===== config.mk =====
export PLATFORM = sky130hd
export DESIGN_NAME = vadpcm_codebook
export DESIGN_NICKNAME = d
export VERILOG_FILES = /design/src/rtl/vadpcm_pkg.sv /design/src/rtl/vadpcm_codebook.sv
export SDC_FILE = /design/constraint.sdc
export NUM_CORES = 2
export LEC_CHECK = 0
export ABC_AREA = 1
export BUFFER_PORTS_ARGS = -buffer_cell sky130_fd_sc_hd__buf_2
export CORE_UTILIZATION = 45
export DETAILED_ROUTE_END_ITERATION = 16
export SLEW_MARGIN = 10
export SYNTH_ARGS = -nofsm -noshare
export SYNTH_HDL_FRONTEND = slang
export SYNTH_SLANG_ARGS = --single-unit

===== constraint.sdc =====
create_clock -name clk -period 2.53 [get_ports clk]
set_input_delay 0.253 -clock clk [delete_from_list [all_inputs] [get_ports clk]]
set_output_delay 0.253 -clock clk [all_outputs]
set_load 0.03 [all_outputs]

===== src/rtl/vadpcm_pkg.sv =====
// Shared types, constants and arithmetic helpers for the VADPCM frame decoder.
package vadpcm_pkg;

    localparam int LANES       = 8;
    localparam int SAMPLE_W    = 16;
    localparam int PROD_W      = 2 * SAMPLE_W;
    localparam int ACC_W       = 36;
    localparam int FRAC_BITS   = 11;
    localparam int NIB_W       = 4;
    localparam int COEF_ADDR_W = 7;
    localparam int BANK_SEL_W  = 4;
    localparam int PAGE_SEL_N  = 16;
    localparam int MODE_W      = 2;
    localparam int CMD_W       = 2;
    localparam int S_TDATA_W   = 136;
    localparam int M_TDATA_W   = LANES * SAMPLE_W;
    localparam int CFG_INDEX_W = 1;
    localparam int CFG_DATA_W  = SAMPLE_W;

    // start mode bits
    localparam int MODE_ZERO_BIT = 0;
    localparam int MODE_LOOP_BIT = 1;

    typedef logic signed [SAMPLE_W-1:0] sample_t;
    typedef logic [LANES-1:0][SAMPLE_W-1:0] group_t;

    typedef enum logic [CMD_W-1:0] {
        CMD_LOAD_COEF = 2'd0,
        CMD_DECODE    = 2'd1,
        CMD_SET_HIST  = 2'd2
    } cmd_t;

    typedef struct packed {
        logic load2;
        logic load3;
        logic load4;
    } lane_ctl_t;

    typedef struct packed {
        group_t samples;
        logic   last;
    } out_item_t;

    localparam sample_t SAMPLE_MAX = 16'sh7fff;
    localparam sample_t SAMPLE_MIN = 16'sh8000;

    function automatic sample_t sat_sample(input logic signed [ACC_W-1:0] v);
        sample_t r;
        if (v > ACC_W'(SAMPLE_MAX))
            r = SAMPLE_MAX;
        else if (v < ACC_W'(SAMPLE_MIN))
            r = SAMPLE_MIN;
        else
            r = sample_t'(v);
        return r;
    endfunction

    // signed nibble times 2^shift, clamped to 16 bits
    function automatic sample_t scale_nibble(input logic [NIB_W-1:0] nib,
                                             input logic [NIB_W-1:0] shift);
        logic signed [ACC_W-1:0] wide;
        wide = ACC_W'($signed(nib)) <<< shift;
        return sat_sample(wide);
    endfunction

endpackage


===== src/rtl/vadpcm_codebook.sv =====
// Codebook store: one bank per row word, read a whole page per decode.
module vadpcm_codebook #(
    parameter int NUM_PAGES = 8,
    localparam int PAGE_W = (NUM_PAGES > 1) ? $clog2(NUM_PAGES) : 1
) (
    input  logic                                 clk,
    input  logic                                 wr_en,
    input  logic [vadpcm_pkg::COEF_ADDR_W-1:0]   wr_addr,
    input  vadpcm_pkg::sample_t                  wr_data,
    input  logic                                 rd_en,
    input  logic [PAGE_W-1:0]                    rd_page,
    output vadpcm_pkg::group_t                   c0_row,
    output vadpcm_pkg::group_t                   c1_row
);
    import vadpcm_pkg::*;

    localparam int BANKS = 2 * LANES;

    logic [COEF_ADDR_W-BANK_SEL_W-1:0] wr_page;
    logic                              wr_ok;
    logic [PAGE_W-1:0]                 wr_idx;

    assign wr_page = wr_addr[COEF_ADDR_W-1:BANK_SEL_W];
    // drop writes beyond the last page
    assign wr_ok   = 32'(wr_page) < NUM_PAGES;
    assign wr_idx  = PAGE_W'(wr_page);

    for (genvar b = 0; b < BANKS; b++) begin : g_bank
        sample_t mem [NUM_PAGES];
        sample_t rd_q_reg;
        logic    bank_we;

        assign bank_we = wr_en && wr_ok && (wr_addr[BANK_SEL_W-1:0] == BANK_SEL_W'(b));

        always_ff @(posedge clk)
        begin
            if (bank_we)
                mem[wr_idx] <= wr_data;
            if (rd_en)
                rd_q_reg <= mem[rd_page];
        end

        if (b < LANES) begin : g_row0
            assign c0_row[b] = rd_q_reg;
        end else begin : g_row1
            assign c1_row[b-LANES] = rd_q_reg;
        end
    end

endmodule


==> metrics.md <==
| Metric | Value |
|---|---|
| Fin nets | `9747` |
| Hold Crit Start | `rd_page[0]` |
| Commonest cells post-synth | `nand2_1 (3345), edfxtp_1 (2304), inv_1 (2058)` |
| R2R cell count | `6` |
| DPL Wire Length | `142200 um` |
| Final Setup Violations | `0` |
| Predominant post-synthesis flop cell | `edfxtp_1` |
| Clock sink total | `2304` |
| Area growth syn-to-layout | `14.39%` |
| Max Slew Vio Count | `0` |
| Sequential cell area | `69190 um^2` |
| Worst VDD drop | `0.7289 mV` |
| Met2 Track Usage GR | `0.3748` |
| Worst-path maximum fanout | `1` |
| Reg2reg setup slack | `1280 ps` |
| GR Layer Usage met3 | `0.03285` |
| H-tree levels | `4` |
| Critical path, cell by cell | `buf_2` |
| Max reg flops | `2048` |
| Initial core utilization | `0.4530` |
| Root Driver | `clkbuf_16` |
| Fmax | `514.1 MHz` |
| Synthesis Warnings | `0` |
| Synth cell types | `12` |
| Overall Global Routing Usage | `0.2257` |
| CP top delay family | `flip-flops` |
| Vias/cell | `4.842` |
| Leakage power | `49.82 nW` |
| Synth top area share | `0.7116` |
| Clock slew at reported path FFs | `60 ps` |
| Total Neg Setup Slack | `0 ps` |
| Placed cell count | `12.31k` |
| Gp weighted congestion | `0.8110` |
| Worst path slowest cell | `edfxtp_1` |
| Sequential area share after synthesis | `0.7116` |
| RSZ-0062 raised after global routing | `false` |
| Average routed wire per standard cell | `19.36 um` |
| Max-Cap Viols | `0` |
| Fillers | `18.51k` |
| Mapped Cells | `9281` |
| Rows | `170` |
| DIE WIDTH | `466.8 um` |
| Worst slew pin tran | `1056 ps` |
| Post-Layout Cell Count | `12.76k` |
| Final wirelength | `247000 um` |
| Layer with the highest usage | `met2` |
| DR iter-0 viols | `5318` |
| Worst setup startpoint | `g_bank[9].rd_q_reg[11]` |
| Die area | `217900 um^2` |
| Grt total ovfl | `0` |
| Type of origin of the critical path | `register` |
| Max Clock Skew | `39.97 ps` |
| DRT Pass-1 Iters | `6` |
| Fin crit share | `0.7689` |
| I/O pin total | `285` |
| Worst hold path class | `in2reg` |
| Kind of critical path | `reg2out` |
| Worst-case clock buffer depth | `3` |
| CP max stage delay | `560 ps` |
| Status | `completed` |
| Synth Register Bits | `2304` |
| Mean post-synth cell area | `10.48 um^2` |
| Worst endpoint required time | `2280 ps` |
| Grt met1 use | `0.3000` |
| Area of the multi-input gates | `18270 um^2` |
| Post-synth EDFFs | `2304` |
| DRC violations left | `0` |
| First-pass GRT wire length | `366600 um` |
| # resized after CTS | `0` |
| Synth area leaders | `edfxtp_1 (71%), nand2_1 (13%), inv_1 (7.9%)` |
| Fin. Hold Viols | `0` |
| Crit path DAT | `1690 ps` |
| CTS Buf Count | `230` |
| Area leader, netlist | `edfxtp_1` |
| CP Buf/Inv Count | `1` |
| PwrDens | `735.8 nW/um^2` |
| Crit end category | `output port` |
| Antenna viol nets, final | `0` |
| Routed vias | `61.78k` |
| Die Y | `466.8 um` |
| Largest net degree at the start of global routing | `123` |
| Hold path depth | `7` |
| Most numerous cell in the Yosys netlist | `nand2_1` |
| Crit Reg-Reg Startpoint | `g_bank[13].mem[1][2]` |
| Ys async rst share | `0` |
| Post-Syn Nets | `9310` |
| Clock tree from TritonCTS | `yes` |
| CP Depth | `1` |
| Period minus WS final | `1945 ps` |
| Clk_lat worst skew | `880 ps` |
| Slew margin rel. | `0.2909` |
| Vias in the first global route | `59.03k` |
| Core ar. | `214600 um^2` |
| Initial antenna violation count | `13` |
| I/O Buffers | `284` |
| Share of post-route cells with drive strength above 1 | `0.09296` |
| Syn Std Cell Area | `97220 um^2` |
[power by group]
group / leakage [nW] / internal, mW / switching, mW / total [mW]
combinational: 25.2 / 1.30 / 3.96 / 5.26
clock: 3.63 / 19.3 / 14.5 / 33.8
sequential: 21.0 / 42.5 / 0.202 / 42.7
[final cells by class]
type,count,share of cell area
clock inverters,160,0.01361
diodes,4,0.00009000
flip-flops and latches,2304,0.6221
clock buffers,272,0.05374
inverters,2060,0.06973
repair buffers,610,0.04448
multi-input cells,4512,0.1643
well taps,2838,0.03193
[repair_timing]
action / in CTS / in global routing
hold buffers: 19 / 0
buffers inserted: 0 / 0
endpoints found under the hold margin: 517 / 0
[logic make-up after synthesis]
| kind of cell | after synthesis | share of synthesized area |
|---|---|---|
| buf+inv | 2465 | 0.1008 |
| flops | 2304 | 0.7116 |
| simple gates | 4512 | 0.1875 |
[through the flow]
| step | hold WS [ps] | power, mW | instance area (um^2) | setup WS [ps] | util |
|---|---|---|---|---|---|
| 2_1_floorplan | 351.9 | 46.30 | 97220 | 593.3 | - |
| 3_3_place_gp | 563.8 | 48.77 | 103500 | -259.3 | 0.4824 |
| 3_5_place_dp | 569.8 | 48.82 | 103500 | -209.1 | 0.4824 |
| 4_1_cts | 88.97 | 82.53 | 111200 | 518.6 | 0.5181 |
| 5_1_grt | 158.9 | 84.31 | 111200 | 559.9 | 0.5182 |
| 6_report | 154.8 | 81.83 | 111200 | 584.7 | 0.5182 |
[placed cells by master (no fill, tap or decap), types with 32 or more instances in the layout]
master | Yosys | routed
buf_4 | 23 | 247
nand3_1 | 1032 | 1024
buf_12 | 0 | 76
edfxtp_1 | 2304 | 2304
inv_1 | 2058 | 2057
nand2_1 | 3345 | 3345
clkinv_1 | 0 | 73
clkbuf_16 | 0 | 233
clkinv_2 | 0 | 32
nor2_1 | 131 | 131
buf_2 | 222 | 264
clkbuf_1 | 123 | 39
[path summary, 6_finish.rpt]
kind | endpoint
max | c1_row[27]
min | g_bank[11].rd_q_reg[9]
max reg2reg | g_bank[13].rd_q_reg[2]
min reg2reg | g_bank[13].rd_q_reg[11]
[per-layer routing]
layer / wire (um) / vias up
met4: 8853 / 6
met5: 40 / -
met3: 14340 / 389
li1: - / 29945
met1: 105600 / 29758
met2: 118200 / 1686
No activity file was read; power rests on OpenSTA's default activity.
