$ cat src/rtl/vadpcm_pkg.sv
// Shared types, constants and arithmetic helpers for the VADPCM frame decoder.
package vadpcm_pkg;

    localparam int LANES       = 8;
    localparam int SAMPLE_W    = 16;
    localparam int PROD_W      = 2 * SAMPLE_W;
    localparam int ACC_W       = 36;
    localparam int FRAC_BITS   = 11;
    localparam int NIB_W       = 4;
    localparam int COEF_ADDR_W = 7;
    localparam int BANK_SEL_W  = 4;
    localparam int PAGE_SEL_N  = 16;
    localparam int MODE_W      = 2;
    localparam int CMD_W       = 2;
    localparam int S_TDATA_W   = 136;
    localparam int M_TDATA_W   = LANES * SAMPLE_W;
    localparam int CFG_INDEX_W = 1;
    localparam int CFG_DATA_W  = SAMPLE_W;

    // start mode bits
    localparam int MODE_ZERO_BIT = 0;
    localparam int MODE_LOOP_BIT = 1;

    typedef logic signed [SAMPLE_W-1:0] sample_t;
    typedef logic [LANES-1:0][SAMPLE_W-1:0] group_t;

    typedef enum logic [CMD_W-1:0] {
        CMD_LOAD_COEF = 2'd0,
        CMD_DECODE    = 2'd1,
        CMD_SET_HIST  = 2'd2
    } cmd_t;

    typedef struct packed {
        logic load2;
        logic load3;
        logic load4;
    } lane_ctl_t;

    typedef struct packed {
        group_t samples;
        logic   last;
    } out_item_t;

    localparam sample_t SAMPLE_MAX = 16'sh7fff;
    localparam sample_t SAMPLE_MIN = 16'sh8000;

    function automatic sample_t sat_sample(input logic signed [ACC_W-1:0] v);
        sample_t r;
        if (v > ACC_W'(SAMPLE_MAX))
            r = SAMPLE_MAX;
        else if (v < ACC_W'(SAMPLE_MIN))
            r = SAMPLE_MIN;
        else
            r = sample_t'(v);
        return r;
    endfunction

    // signed nibble times 2^shift, clamped to 16 bits
    function automatic sample_t scale_nibble(input logic [NIB_W-1:0] nib,
                                             input logic [NIB_W-1:0] shift);
        logic signed [ACC_W-1:0] wide;
        wide = ACC_W'($signed(nib)) <<< shift;
        return sat_sample(wide);
    endfunction

endpackage

$ cat src/rtl/vadpcm_outbuf.sv
// Two-entry output buffer: output register plus skid register.
module vadpcm_outbuf (
    input  logic                   clk,
    input  logic                   rst_n,
    input  logic                   in_valid,
    output logic                   in_ready,
    input  vadpcm_pkg::out_item_t  in_item,
    output logic                   out_valid,
    input  logic                   out_ready,
    output vadpcm_pkg::out_item_t  out_item
);
    import vadpcm_pkg::*;

    logic      out_valid_reg, out_valid_next;
    logic      skid_valid_reg, skid_valid_next;
    out_item_t out_item_reg, skid_item_reg;
    logic      in_fire, out_fire, out_free;
    logic      load_from_skid, load_from_in, load_skid;

    assign in_ready  = !skid_valid_reg;
    assign out_valid = out_valid_reg;
    assign out_item  = out_item_reg;

    assign in_fire  = in_valid && in_ready;
    assign out_fire = out_valid_reg && out_ready;
    assign out_free = out_fire || !out_valid_reg;

    assign load_from_skid = out_free && skid_valid_reg;
    assign load_from_in   = out_free && !skid_valid_reg && in_fire;
    assign load_skid      = !out_free && in_fire;

    always_comb
    begin
        out_valid_next  = out_valid_reg;
        skid_valid_next = skid_valid_reg;
        if (out_free)
        begin
            out_valid_next  = skid_valid_reg || in_fire;
            skid_valid_next = 1'b0;
        end
        else if (in_fire)
            skid_valid_next = 1'b1;
    end

    always_ff @(posedge clk or negedge rst_n)
    begin
        if (!rst_n)
        begin
            out_valid_reg  <= 1'b0;
            skid_valid_reg <= 1'b0;
        end
        else
        begin
            out_valid_reg  <= out_valid_next;
            skid_valid_reg <= skid_valid_next;
        end
    end

    always_ff @(posedge clk)
    begin
        if (load_from_skid)
            out_item_reg <= skid_item_reg;
        else if (load_from_in)
            out_item_reg <= in_item;
        if (load_skid)
            skid_item_reg <= in_item;
    end

endmodule

$ cat config.mk
export PLATFORM = sky130hd
export DESIGN_NAME = vadpcm_outbuf
export DESIGN_NICKNAME = d
export VERILOG_FILES = /design/src/rtl/vadpcm_pkg.sv /design/src/rtl/vadpcm_outbuf.sv
export SDC_FILE = /design/constraint.sdc
export NUM_CORES = 1
export LEC_CHECK = 0
export ABC_AREA = 1
export BUFFER_PORTS_ARGS = -buffer_cell sky130_fd_sc_hd__buf_2
export CAP_MARGIN = 0
export CELL_PAD_IN_SITES_DETAIL_PLACEMENT = 2
export CELL_PAD_IN_SITES_GLOBAL_PLACEMENT = 2
export CORE_MARGIN = 2
export CORE_UTILIZATION = 31
export DETAILED_ROUTE_END_ITERATION = 6
export GPL_TIMING_DRIVEN = 0
export HOLD_SLACK_MARGIN = 0.1
export PLACE_DENSITY = 0.84
export RECOVER_POWER = 100
export SETUP_SLACK_MARGIN = 0.1
export SYNTH_ARGS = -nofsm -noshare
export SYNTH_HDL_FRONTEND = slang
export SYNTH_SLANG_ARGS = --single-unit
export TNS_END_PERCENT = 1
$ cat constraint.sdc
create_clock -name clk -period 8.1 [get_ports clk]
set_clock_uncertainty 0.05 [all_clocks]
set_input_delay 0.405 -clock clk [delete_from_list [all_inputs] [get_ports clk]]
set_output_delay 0.405 -clock clk [all_outputs]
set_load 0.05 [all_outputs]
==> out/summary.txt <==
Status - finished with violations
Failing checks - max-capacitance violations, max-slew violations
Area grow syn2layout - 39.5%
Worst r2r dst - skid_item_reg[38]
Largest net degree at the start of global routing - 33
Initial core utilization - 31.5%
Pre-antenna DRT Iters - 4
Post-synthesis cell type count - 12
Fmax - 0.209 GHz
Synth Register Bits - 260
Chip Height - 181 um
Core Region - 30700 um2
Final GP Congestion - 0.747
Crit path top cell by count - clkbuf_1
Seq/Total Area, Yosys - 80.6%
Post-Syn Nets - 833
Cell area after layout - 13500 um2
Top cell type's share of synthesized area - 80.1%
Final hold vios - 0
Clock Path Buffers - 3
Gr ovfl total - 0
Ranking of synthesized cells by area - edfxtp_1 (80%), nand2_1 (10%), nand3_1 (6.7%)
Post-CTS sizing - 0
CP top delay family - buffers and inverters
Synth area leader - edfxtp_1
Worst path cell trace - clkbuf_1, clkbuf_1, inv_1, nand2_1, nor2_1, clkbuf_1, buf_12
Synthesized area - 9670 um2
Port bufs - 263
Asr flop ratio synth - 0.769%
Leakage - 0.00507 uW
RSZ-0062 raised after global routing - false
Top_reg_cell synth - edfxtp_1
Critical Path AT - 4.96 ns
Critical Path Start - skid_valid_reg
Drt drc - 0
Sink Count - 260
Pwr/cell area - 256 nW/um2
Crit path kind - register to register
Total power - 3450 uW
Slew Limit Fails - 125
CTS tree - built
WL per Instance - 22.4 um
Clk_lat worst skew - 0.54 ns
Placed inst area - 11700 um2
Most numerous cell in the Yosys netlist - nand2_1
Tmin final - 4.78 ns
Crit path largest cell delay - 1.49 ns
CP max-delay cell - nor2_1
Via count - 7358
Synth cell count leaders - nand2_1 (260), edfxtp_1 (258), nand3_1 (129), buf_2 (32), clkbuf_1 (7)
Worst-path fanout max - 29
VDD IR max - 0.138 mV
Final ANT Viol Nets - 0
# fillers - 3212
Worst Setup Start Kind - register
Syn Area/Cell - 13.8 um2
H-tree depth - 1
Reg-to-Reg Start - skid_valid_reg
Clk pin slew, worst setup/hold paths - 0.06 ns
Worst reg-to-reg path cell count - 7
Flop-to-flop setup slack - 3.32 ns
CP required - 8.29 ns
Worst Hold Class - primary input to register
Die Wd - 181 um
EDFF count, synth - 258
Initial antenna violation count - 3
WP depth - 7
CP bufs+invs - 5
Total Routing Usage GR - 21.1%
Synth Instances - 700
CP Capture Type - register
Least-Margin Pin Slew - 2.03 ns
Std-Cell Rows - 64
Setup violators final - 0
CP Capture Point - skid_item_reg[38]
CTS buffer count - 30
Routed WL - 34800 um
Via density per instance - 4.73
Layout cells sized above 1 - 6.91%
First-pass GRT wire length - 52500 um
Iteration-0 DRC count of the detailed router - 401
Root Driver - clkbuf_16
Nets - 1267
Ports - 264
Max-cap viol count - 5
Post-DP HPWL - 20700 um
Hold Slack - 0.112 ns
Yosys warning count - 0
Slew margin rel. - -35.7%
Post-CTS Setup Bufs - 0
Vias in the first global route - 8384
Die ar. - 32600 um2
Fin crit share - 59.0%
worst min path at each step:
| stage | from | endpoint | slack [ns] | cells after the start |
|---|---|---|---|---|
| after floorplan | rst_n | out_valid | 0.06 | 0 |
| after global placement | rst_n | out_valid | 0.14 | 1 |
| after detailed placement | rst_n | skid_valid_reg | 0.14 | 1 |
| after CTS | in_valid | out_valid | 0.11 | 3 |
| after global routing | in_valid | out_valid | 0.11 | 3 |
| final | in_valid | out_valid | 0.11 | 3 |
timing repair:
| action | in CTS | in global routing |
|---|---|---|
| hold buffers | 130 | 0 |
| hold endpoints to repair | 209 | 0 |
| setup endpoints to repair | 0 | 0 |
area by class of cell:
cell class / count / area, um2 / area share, %
clock inverter: 12 / 58.8 / 0.436
tap: 396 / 495 / 3.67
antenna: 3 / 7.51 / 0.0557
timing repair buffer: 402 / 2430 / 18.0
multi-input combinational: 395 / 1650 / 12.2
sequential: 260 / 7800 / 57.8
buffer: 43 / 188 / 1.39
clock buffer: 43 / 861 / 6.38
inverter: 2 / 7.51 / 0.0557
report_power, final:
part / leakage [uW] / switching (uW) / internal (uW)
sequential: 0.00246 / 31.2 / 1600
clock: 0.000448 / 550 / 733
combinational: 0.00217 / 416 / 124
kinds of logic (layout without fill, tap and decap cells):
logic type / Yosys count / in the layout / share of synthesized area (%)
compound gates: 1 / 1 / 0.0517
buf+inv: 45 / 502 / 2.32
flops: 260 / 260 / 80.6
other cells: 0 / 3 / 0
simple gates: 394 / 394 / 17.0
worst register-to-register path, stage by stage, from the launching register on:
cell      delay [ns]
dfrtp_1         0.36
clkbuf_1        0.16
clkbuf_1        0.39
inv_1           0.18
nand2_1         0.07
nor2_1          1.49
clkbuf_1        1.48
buf_12          0.29
per-layer routing:
metal | wire, um | global-route usage, % | vias to the layer above
met1 | 13500 | 24.6 | 3671
met4 | 889 | 6.03 | 0
met3 | 2000 | 4.63 | 62
li1 | - | - | 3355
met2 | 18400 | 38.7 | 270
met5 | 0 | 0 | -
through the flow:
| stage | setup WS [ns] | cells | setup TNS, ns | utilization (%) |
|---|---|---|---|---|
| after floorplan | 0.456 | 700 | 0 | - |
| after global placement | -3.46 | 1359 | -721.31 | 37.4 |
| after detailed placement | 5.39 | 1368 | 0 | 38.1 |
| after CTS | 5.49 | 1553 | 0 | 45.4 |
| after global routing | 2.86 | 1556 | 0 | 44.0 |
| final | 3.32 | 1556 | 0 | 44.0 |
layout by cell type (no fill, tap or decap):
cell	Yosys	routed
a21oi_1	1	1
clkbuf_16	0	31
clkinvlp_4	0	2
dlygate4sd3_1	0	130
clkbuf_1	7	286
buf_4	4	1
dfrtp_1	2	2
diode_2	0	3
inv_1	1	1
buf_16	0	1
edfxtp_1	258	258
nand2_1	260	262
nor2_1	3	3
clkinv_1	0	5
buf_2	32	31
nand3_1	129	129
clkinv_2	0	5
clkbuf_8	0	4
buf_12	0	4
inv_2	1	1
(Power assumes the default switching activity.)
