$ cat config.mk
export PLATFORM = sky130hd
export DESIGN_NAME = vadpcm_lane
export DESIGN_NICKNAME = d
export VERILOG_FILES = /design/src/rtl/vadpcm_pkg.sv /design/src/rtl/vadpcm_lane.sv
export SDC_FILE = /design/constraint.sdc
export NUM_CORES = 2
export LEC_CHECK = 0
export ABC_AREA = 1
export BUFFER_PORTS_ARGS = -buffer_cell sky130_fd_sc_hd__clkbuf_2
export CORE_ASPECT_RATIO = 0.75
export CORE_MARGIN = 2
export CORE_UTILIZATION = 55
export CTS_BUF_LIST = sky130_fd_sc_hd__clkbuf_2 sky130_fd_sc_hd__clkbuf_4 sky130_fd_sc_hd__clkbuf_8
export CTS_CLUSTER_DIAMETER = 50
export DETAILED_ROUTE_END_ITERATION = 7
export HOLD_SLACK_MARGIN = 0.08
export PLACE_DENSITY = 0.76
export SYNTH_ARGS = -nofsm -noshare
export SYNTH_HDL_FRONTEND = slang
export SYNTH_SLANG_ARGS = --single-unit
$ cat constraint.sdc
create_clock -name clk -period 14.5 [get_ports clk]
set_clock_uncertainty 0.05 [all_clocks]
set_input_delay 0.725 -clock clk [delete_from_list [all_inputs] [get_ports clk]]
set_output_delay 0.725 -clock clk [all_outputs]
set_load 0.01 [all_outputs]
$ cat src/rtl/vadpcm_pkg.sv
// Shared types, constants and arithmetic helpers for the VADPCM frame decoder.
package vadpcm_pkg;

    localparam int LANES       = 8;
    localparam int SAMPLE_W    = 16;
    localparam int PROD_W      = 2 * SAMPLE_W;
    localparam int ACC_W       = 36;
    localparam int FRAC_BITS   = 11;
    localparam int NIB_W       = 4;
    localparam int COEF_ADDR_W = 7;
    localparam int BANK_SEL_W  = 4;
    localparam int PAGE_SEL_N  = 16;
    localparam int MODE_W      = 2;
    localparam int CMD_W       = 2;
    localparam int S_TDATA_W   = 136;
    localparam int M_TDATA_W   = LANES * SAMPLE_W;
    localparam int CFG_INDEX_W = 1;
    localparam int CFG_DATA_W  = SAMPLE_W;

    // start mode bits
    localparam int MODE_ZERO_BIT = 0;
    localparam int MODE_LOOP_BIT = 1;

    typedef logic signed [SAMPLE_W-1:0] sample_t;
    typedef logic [LANES-1:0][SAMPLE_W-1:0] group_t;

    typedef enum logic [CMD_W-1:0] {
        CMD_LOAD_COEF = 2'd0,
        CMD_DECODE    = 2'd1,
        CMD_SET_HIST  = 2'd2
    } cmd_t;

    typedef struct packed {
        logic load2;
        logic load3;
        logic load4;
    } lane_ctl_t;

    typedef struct packed {
        group_t samples;
        logic   last;
    } out_item_t;

    localparam sample_t SAMPLE_MAX = 16'sh7fff;
    localparam sample_t SAMPLE_MIN = 16'sh8000;

    function automatic sample_t sat_sample(input logic signed [ACC_W-1:0] v);
        sample_t r;
        if (v > ACC_W'(SAMPLE_MAX))
            r = SAMPLE_MAX;
        else if (v < ACC_W'(SAMPLE_MIN))
            r = SAMPLE_MIN;
        else
            r = sample_t'(v);
        return r;
    endfunction

    // signed nibble times 2^shift, clamped to 16 bits
    function automatic sample_t scale_nibble(input logic [NIB_W-1:0] nib,
                                             input logic [NIB_W-1:0] shift);
        logic signed [ACC_W-1:0] wide;
        wide = ACC_W'($signed(nib)) <<< shift;
        return sat_sample(wide);
    endfunction

endpackage

$ cat src/rtl/vadpcm_lane.sv
// One prediction lane: innovation products, partial sums and history term.
module vadpcm_lane #(
    parameter int LANE = 0
) (
    input  logic                   clk,
    input  vadpcm_pkg::lane_ctl_t  ctl,
    input  vadpcm_pkg::group_t     inv,
    input  vadpcm_pkg::sample_t    c0,
    input  vadpcm_pkg::group_t     c1_row,
    input  vadpcm_pkg::sample_t    older,
    input  vadpcm_pkg::sample_t    newer,
    output vadpcm_pkg::sample_t    res
);
    import vadpcm_pkg::*;

    localparam int HALF = LANES / 2;

    logic signed [ACC_W-1:0]  term [LANES];
    sample_t                  inv_reg;
    sample_t                  c0_s2_reg, c0_s3_reg, c0_s4_reg;
    sample_t                  c1_s2_reg, c1_s3_reg, c1_s4_reg;
    logic signed [ACC_W-1:0]  sum_lo_next, sum_hi_next;
    logic signed [ACC_W-1:0]  sum_lo_reg, sum_hi_reg;
    logic signed [ACC_W-1:0]  pre_reg;
    logic signed [PROD_W-1:0] p_older, p_newer;
    logic signed [ACC_W-1:0]  acc;

    // earlier innovations of the group through the newer codebook row
    for (genvar k = 0; k < LANES - 1; k++) begin : g_tap
        if (k < LANE) begin : g_mul
            logic signed [PROD_W-1:0] prod_reg;
            always_ff @(posedge clk)
            begin
                if (ctl.load2)
                    prod_reg <= $signed(c1_row[LANE-k-1]) * $signed(inv[k]);
            end
            assign term[k] = ACC_W'(prod_reg);
        end else begin : g_zero
            assign term[k] = '0;
        end
    end

    assign term[LANES-1] = ACC_W'(inv_reg) <<< FRAC_BITS;

    always_ff @(posedge clk)
    begin
        if (ctl.load2)
        begin
            inv_reg   <= inv[LANE];
            c0_s2_reg <= c0;
            c1_s2_reg <= c1_row[LANE];
        end
        if (ctl.load3)
        begin
            sum_lo_reg <= sum_lo_next;
            sum_hi_reg <= sum_hi_next;
            c0_s3_reg  <= c0_s2_reg;
            c1_s3_reg  <= c1_s2_reg;
        end
        if (ctl.load4)
        begin
            pre_reg   <= sum_lo_reg + sum_hi_reg;
            c0_s4_reg <= c0_s3_reg;
            c1_s4_reg <= c1_s3_reg;
        end
    end

    always_comb
    begin
        sum_lo_next = '0;
        sum_hi_next = '0;
        for (int i = 0; i < HALF; i++)
        begin
            sum_lo_next = sum_lo_next + term[i];
            sum_hi_next = sum_hi_next + term[HALF+i];
        end
    end

    // history term closes the group-to-group loop
    assign p_older = c0_s4_reg * older;
    assign p_newer = c1_s4_reg * newer;
    assign acc     = ACC_W'(p_older) + ACC_W'(p_newer) + pre_reg;
    assign res     = sat_sample(acc >>> FRAC_BITS);

endmodule

==> metrics.md <==
| Metric | Value |
|---|---|
| ANT cells | 0 |
| Clock H-tree levels | 4 |
| Nets@finish | roughly 4,000 |
| Required @ worst endpoint | 13.73 ns |
| Dpl cells | 3,536 |
| Pre-Repair DR Iteration Count | 7 |
| Area of the multi-input gates | 0.0179 sq mm |
| Synth cell types | 35 |
| Worst EP arrival | 8.84 ns |
| Total negative slack | 0 ns |
| Max stage delay on crit path | 0.86 ns |
| Clk buf depth | 2 |
| EDFF count, synth | 144 |
| CTS Root Cell | clkbuf_8 |
| Synth Area in Adders | 0.536 |
| CP Capture Type | output pin |
| P&R area growth vs syn | 4.56% |
| Avg Vias per Cell | 5.05 |
| Hpwl dp | 52.2 mm |
| Main combinational cell family by area after synthesis | adder cells |
| Reg2reg setup slack | 13.73 ns |
| DR DRC count | 0 |
| Reg area | between 0.004 and 0.005 sq mm |
| Fill count | around 4,000 |
| CTS Buf Count | 17 |
| Async SR Flop Fraction | 0 |
| Post-cts resize count | 0 |
| Clock Pin Slew Worst Setup and Hold Paths | 0.10 ns |
| Max Fclk | 104 MHz |
| Initial antenna violation count | 0 |
| CP max-delay cell | edfxtp_1 |
| Post-synthesis mux area share | 0 |
| Synth Cell Area | 0.0265 sq mm |
| First-pass GRT wire length | 102 mm |
| Wire per inst | 16.7 um |
| GR Overflow Total | 0 |
| Non-filler cells, final | 3,568 |
| Top FF cell, synth | edfxtp_1 |
| Die area | between 0.04 and 0.05 sq mm |
| Most frequent cells in the layout | 993 x inv_1, 659 x nand2_1, 620 x fa_1 |
| Starting density of the core | 0.558 |
| Most used cell, CP | fa_1 |
| Post-Route WL | ~60 mm |
| Max Slew Vio Count | 0 |
| Final hold vios | 0 |
| Crit Path Class | reg -> out |
| Register area share after synthesis | 0.163 |
| Gr usage total | 0.259 |
| Final Cycle Share | 0.663 |
| RSZ-0062 raised after global routing | no |
| Hold Buf Count CTS | 0 |
| Vias in the first global route | 20,236 |
| Postcts setup bufs | 0 |
| Outcome | completed |
| DR iter-0 viols | 1,561 |
| Fin util | 0.584 |
| Yosys reg bits | approximately 140 |
| Worst-margin pin slew | 0.878 ns |
| Placer Congestion | 0.951 |
| Num ports | 324 |
| Max Cap Viol | 0 |
| Crit Path Max Fanout | 16 |
| Clock sink count | about 140 |
| Clock Latency Late Sink | 0.48 ns |
| Pre-CTS WS | roughly 5 ns |
| Largest net degree at the start of global routing | 49 |
| CTS tree | yes |
| Complex-gate fraction of the synthesized area | 0.0137 |
| Crit start category | flip-flop |
| Core Area | 0.0475 sq mm |
| Post-Synth Simple-Gate Area | 0.120 |
| XOR/XNOR share of the synthesized area | 0.00727 |
| Commonest non-fill, non-tap cell in the layout | inv_1 |
| Die height | between 150 and 200 um |
| Finish-stage setup viols | 0 |
| DR vias | 18,036 |
| Mapped Cells | 2,915 |
| Fraction of layout cells with a size suffix above 1 | 0.0574 |
| Minimum clock period after layout | 9.61 ns |
| Final WS setup | ~5 ns |
| Avg Cell Area, Syn | 9.09 sq um |
| Port buffer count | 99 |
| Relative slew slack | 0.415 |
| Chip width | 257 um |
| Ys Warns | 0 |
| Syn nets | 3,986 |
| Final ANT Viol Nets | 0 |
| # rows | 69 |
| Hold crit path type | reg -> reg |
kinds of logic (layout without fill, tap and decap cells):
family | after synthesis | in the layout
buf+inv | 1117 | 1131
xor+xnor | 22 | 22
fa+ha+maj | 763 | 763
simple gates | 803 | 803
compound gates | 66 | 66
flops | 144 | 144
layer usage:
metal,global-route usage,up-vias,share of wire
met5,0,-,0
met4,0.0814,0,0.031
met3,0.0498,131,0.092
met2,0.422,856,0.47
met1,0.355,8987,0.41
li1,-,8062,-
per-stage QoR:
stage	hold slack (ns)	cell area, sq um
CTS	0.307	27700
finish	0.359	27700
global placement	0.350	27300
floorplan	0.350	26500
detailed placement	0.355	27300
global route	0.322	27700
layout make-up:
class,instances,share of cell area
Multi-Input combinational cell,1654,0.648
Sequential cell,144,0.156
Inverter,995,0.135
Tap cell,639,0.0289
Timing Repair Buffer,104,0.0192
Clock buffer,17,0.00844
Clock inverter,15,0.00479
cells in the mapped netlist (6+ instances only):
cell type,n,area [sq um]
xnor2_1,7,61.3
fa_1,620,12400
or2_2,7,43.8
nor3_1,6,30.0
a21oi_1,36,180
inv_1,993,3730
nand2_1,659,2470
nand2_2,14,87.6
o21ai_0,16,80.1
nor2_1,74,278
ha_1,143,1790
edfxtp_1,144,4320
o21bai_1,6,45.0
clkbuf_1,115,432
xor2_1,15,131
nand3_1,24,120
worst max-delay path, delay by kind of cell (launching register included):
family	cells	cell delay [ns]
AND/OR/NAND/NOR	12	1.74
buffers and inverters	6	1.03
AO/OA/AOI/OAI	1	0.17
adder cells (fa/ha/maj)	9	4.52
flip-flops	1	0.86
worst paths after layout:
kind,cells past startpoint,end,from
worst max-delay path,28,res[14],c1_s4_reg[15]
worst min-delay path,0,c1_s4_reg[15],c1_s3_reg[15]
worst max register to register,0,c1_s4_reg[12],c1_s3_reg[12]
worst min register to register,0,c1_s4_reg[15],c1_s3_reg[15]
Power is not shown: default switching activity piles up to over one toggle a cycle in this logic, so the estimate is an artifact.
